$ cat src/catmull_rom_loop_evaluator_unit_defines.svh
// Assertion macros for the closed-loop Catmull-Rom spline evaluator.
`ifndef CATMULL_ROM_LOOP_EVALUATOR_UNIT_DEFINES_SVH
`define CATMULL_ROM_LOOP_EVALUATOR_UNIT_DEFINES_SVH
`ifndef SYNTHESIS
`define CRLE_CHECK(lbl, expr) \
	lbl: assert property (@(posedge clk) disable iff (!arst_n) (expr)) \
		else $error("crle check failed");
`define CRLE_CHECK_NEXT(lbl, pre, post) \
	lbl: assert property (@(posedge clk) disable iff (!arst_n) (pre) |=> (post)) \
		else $error("crle sequence check failed");
`else
`define CRLE_CHECK(lbl, expr)
`define CRLE_CHECK_NEXT(lbl, pre, post)
`endif
`endif

$ cat src/crle_ram.sv
// Generic RAM: one write port, two registered read ports.
`default_nettype none
module crle_ram #(
	parameter int WIDTH = 8,
	parameter int DEPTH = 16
) (
	input  wire logic                     clk,
	input  wire logic                     we,
	input  wire logic [$clog2(DEPTH)-1:0] waddr,
	input  wire logic [WIDTH-1:0]         wdata,
	input  wire logic                     re,
	input  wire logic [$clog2(DEPTH)-1:0] raddr_a,
	input  wire logic [$clog2(DEPTH)-1:0] raddr_b,
	output logic      [WIDTH-1:0]         rdata_a,
	output logic      [WIDTH-1:0]         rdata_b
);
	logic [WIDTH-1:0] mem_q [DEPTH];

	always_ff @(posedge clk) begin
		if (we)
			mem_q[waddr] <= wdata;
		if (re) begin
			rdata_a <= mem_q[raddr_a];
			rdata_b <= mem_q[raddr_b];
		end
	end
endmodule
`default_nettype wire

$ cat config.mk
export PLATFORM = sky130hd
export DESIGN_NAME = crle_ram
export DESIGN_NICKNAME = d
export VERILOG_FILES = /design/src/catmull_rom_loop_evaluator_unit_defines.svh /design/src/crle_ram.sv
export SDC_FILE = /design/constraint.sdc
export NUM_CORES = 1
export LEC_CHECK = 0
export BUFFER_PORTS_ARGS = -buffer_cell sky130_fd_sc_hd__buf_2
export CAP_MARGIN = 20
export CELL_PAD_IN_SITES_DETAIL_PLACEMENT = 1
export CELL_PAD_IN_SITES_GLOBAL_PLACEMENT = 2
export CORE_ASPECT_RATIO = 1.5
export CORE_UTILIZATION = 48
export CTS_CLUSTER_DIAMETER = 200
export CTS_CLUSTER_SIZE = 8
export DETAILED_ROUTE_END_ITERATION = 10
export PLACE_DENSITY = 0.86
export SLEW_MARGIN = 25
export SYNTH_ARGS = -nofsm -noshare
export SYNTH_HDL_FRONTEND = slang
export SYNTH_SLANG_ARGS = --single-unit
$ cat constraint.sdc
create_clock -name clk -period 2.5 [get_ports clk]
set_input_delay 0.5 -clock clk [delete_from_list [all_inputs] [get_ports clk]]
set_output_delay 0.5 -clock clk [all_outputs]
set_load 0.05 [all_outputs]
# Word-level counts from Yosys, hierarchy flattened
# Memories as Yosys holds them, arrays and structs flattened. A register that Yosys moved wholly into a read port is not among the register bits.
# Cells that the tools add are included.
# totals
ff_bits	0
latchBits	0
ramBits	128
mem_bits_ro	0
input_bits	23
n_memories	1
# classes
add_sub_neg	0
multipliers	0
div	0
order_cmp	0
eq_ne	0
n_shift	0
n_mux	2
bitwise	0
n_reduce_logical	0
# memory_table
memory	words	word_bits	read_ports	rd_ports_with_merged_regs	write_ports	line_no	rtl
mem_q	16	8	2	2	1	crle_ram.sv:17	logic [WIDTH-1:0] mem_q [DEPTH];
# ops
operator	count
$mux 1	2

# Longest topological paths before layout
# depth
depth_word	2
ltp_mapped	5
ltp_nobuf	3

# Worst setup path after synthesis
# OpenSTA, ideal clock, no wires.
# synth_timing
path_kind	input port to flip-flop
startpoint	input waddr[2]
endpoint	memory mem_q[0][0], enable pin
arrival_ns	1.610
path_slack_ns	0.507
cell_stages	2
n_path_buf	0
path_cell_list	or3b_2 nor3_1
# synth_rtl
element	line_no	rtl
start: declaration	crle_ram.sv:9	input wire logic [$clog2(DEPTH)-1:0] waddr,
end: declaration	crle_ram.sv:17	
# No word-level cell before the write port.

==> results.md <==
* Netlist area before placement at roughly 0.0065 mm^2
* Post-DR wirelength/cell at approximately 30 um
* CP max stage delay at 0.59 ns
* Setup Skew at 0.00578 ns
* Critical path capture point type: register
* Final Wtd Congestion at between 0.8 and 0.9
* Synth warnings at 0
* WHS Endpoint: mem_q[14][6]
* Req. time, crit path at 2.65 ns
* Post-synth net total at 330
* Final Cell Area at between 0.007 and 0.008 mm^2
* Final Hold Fails at 0
* #FFs+latches synth at about 140
* Hpwl dp at between 10 and 15 mm
* Starting Density at between 40% and 50%
* Setup TNS Final at 0 ns
* DR pass1 iterations at 5
* Die Height at 145 um
* Crit path max fanout at 24
* Clk slew on worst S/H paths at ~0.06 ns
* IO Pins at 39
* Final setup fails at 0
* Worst min path class: in -> reg
* Commonest cells after routing, fill and taps aside: edfxtp_1, buf_2, mux4_2
* Post-route ant nets at 0
* Vias at 3529
* Post-CTS setup buffers at 0
* VDD IR max at 0.419 mV
* Overflow after GRT at 0
* Worst path slowest cell: mux4_1
* Die footprint at ~0.014 mm^2
* Number of max-cap violations at 0
* Placed Cells at 510
* Antenna diodes at 0
* Worst skew pair latency at 0.41 ns
* Area Overhead vs Synth at 15.8%
* RSZ-0062 raised after global routing: false
* Fin Hold WS at about 0.47 ns
* Fillers at about 1100
* Crit-path cells: buf_2, buf_12, mux4_1, a22oi_1, nand2_1
* Unique masters post-synth at 19
* Instance count of the mapped netlist at 307
* CTS tree: yes
* Relative slew slack at between 50% and 60%
* Htree depth at 4
* PortBufs at 38
* Die X at between 90 and 100 um
* First-pass GRT wire length at around 24 mm
* Depth of the worst hold-timing path at 1
* Initial DRC Count at about 290
* Data arrival, critical path at approximately 2 ns
* Via density at 6.52
* Initial antenna violation count at 0
* Worst Tran Pin Value at ~0.7 ns
* Tmin final at ~1.8 ns
* Status: complete, no violations
* R2R Setup Slk at 0.80 ns
* Reg-to-Reg Start: mem_q[2][0]
* CTS Root Cell: clkbuf_16
* Most common cell after layout, fill and taps aside: edfxtp_1
* Hold_buf cts at 0
* Fmax at approximately 550 MHz
* Pleak at 2.59 nW
* GRT Total Usage at between 20% and 30%
* Final core utilization at ~58%
* Post-Place Cell Area at approximately 0.0070 mm^2
* Footprint of the multi-input gates at approximately 0.0020 mm^2
* Sequential area share after synthesis at approximately two thirds
* Number of core rows at 51
* Syn Area/Cell at around 21 um^2
* TritonCTS Buffers at 17
* Final max-slew violation count at 0
* R2R depth at 3
* Largest net degree at the start of global routing at 25
* Final Cycle Share at 72.4%
* NumNets Final at about 390
* Clk buf depth at 2
* Clock Sink Count at around 140
* DRC violations left at 0
* FF-to-FF End: rdata_a[0]
* Power density cells at 753 mW/mm^2
* Final cell count without fillers at roughly 540
* Reg area at 0.00432 mm^2
* WL final at around 16 mm
* Core area at 0.0131 mm^2
* Startpoint Class: primary input
* Setup CP Type: in -> reg
* CTS resizes at 0
* Hold Crit Start: wdata[6]
* Layout cells sized above 1 at between 30% and 40%
* Vias in the first global route at around 3700
per-layer routing:
metal  track usage, %  share of wire [%]
met5                0                  0
met4             8.56                2.1
met3             4.64                4.9
met2             43.8                 55
met1             29.3                 38
flip-flops by register name, indices dropped and copies added (netlist names):
signal	count
mem_q	128
rdata_a	8
rdata_b	8
worst max-delay path: cells and delay by family:
kind                   cells  cell delay [ns]
AOI/OAI and AO/OA          1             0.29
and+or+nand+nor            1             0.11
muxes                      1             0.59
buffers and inverters      2             0.44
area by class of cell:
class	instances	area share, %
Clock buffer	19	5.74
Clock inverter	12	1.81
Multi-Input combinational cell	143	26.7
Sequential cell	144	57.4
Tap cell	159	2.64
Timing Repair Buffer	64	5.78
cell usage after synthesis, drive strengths merged:
cell type	instances	area [um^2]
nor2	14	52.6
edfxtp	144	4320
nor2b	2	12.5
or3b	1	8.76
mux4	64	1550
nor3	4	20.0
buf	14	113
nand2	17	63.8
and2	2	12.5
nand3b	2	15.0
clkdlybuf4s25	6	60.1
a22oi	32	240
nand3	1	5.00
nand2b	2	12.5
and2b	2	15.0
through the flow:
stage | power (W) | worst slack [ns]
final | 0.00567 | 0.689
after global routing | 0.00583 | 0.577
after CTS | 0.00571 | 0.689
after detailed placement | 0.00330 | 0.260
after global placement | 0.00327 | 0.342
after floorplan | 0.00312 | 0.507
cells by family (layout without fill, tap and decap cells):
logic type	Yosys count	after routing	synth area share, %
DFF	144	144	66.5
muxes	64	64	23.8
AOI/OAI and AO/OA	32	32	3.69
buffers and inverters	20	95	2.65
and+or+nand+nor	47	47	3.35
worst max path at each step:
stage	from	to	slack [ns]	cells past startpoint
2_1_floorplan	waddr[2]	mem_q[0][0]	0.51	2
3_3_place_gp	raddr_b[0]	rdata_b[5]	0.34	5
3_5_place_dp	raddr_a[0]	rdata_a[0]	0.26	5
4_1_cts	raddr_a[0]	rdata_a[0]	0.69	5
5_1_grt	raddr_b[0]	rdata_b[5]	0.58	5
6_report	raddr_b[0]	rdata_b[2]	0.69	5
power by group:
group          internal [W]  switching [W]  total (W)
registers           0.00273      0.0000281    0.00276
clock network       0.00147       0.000954    0.00242
logic              0.000189       0.000300   0.000489
total               0.00439        0.00128    0.00567
Power figures use the tool's default switching activity.
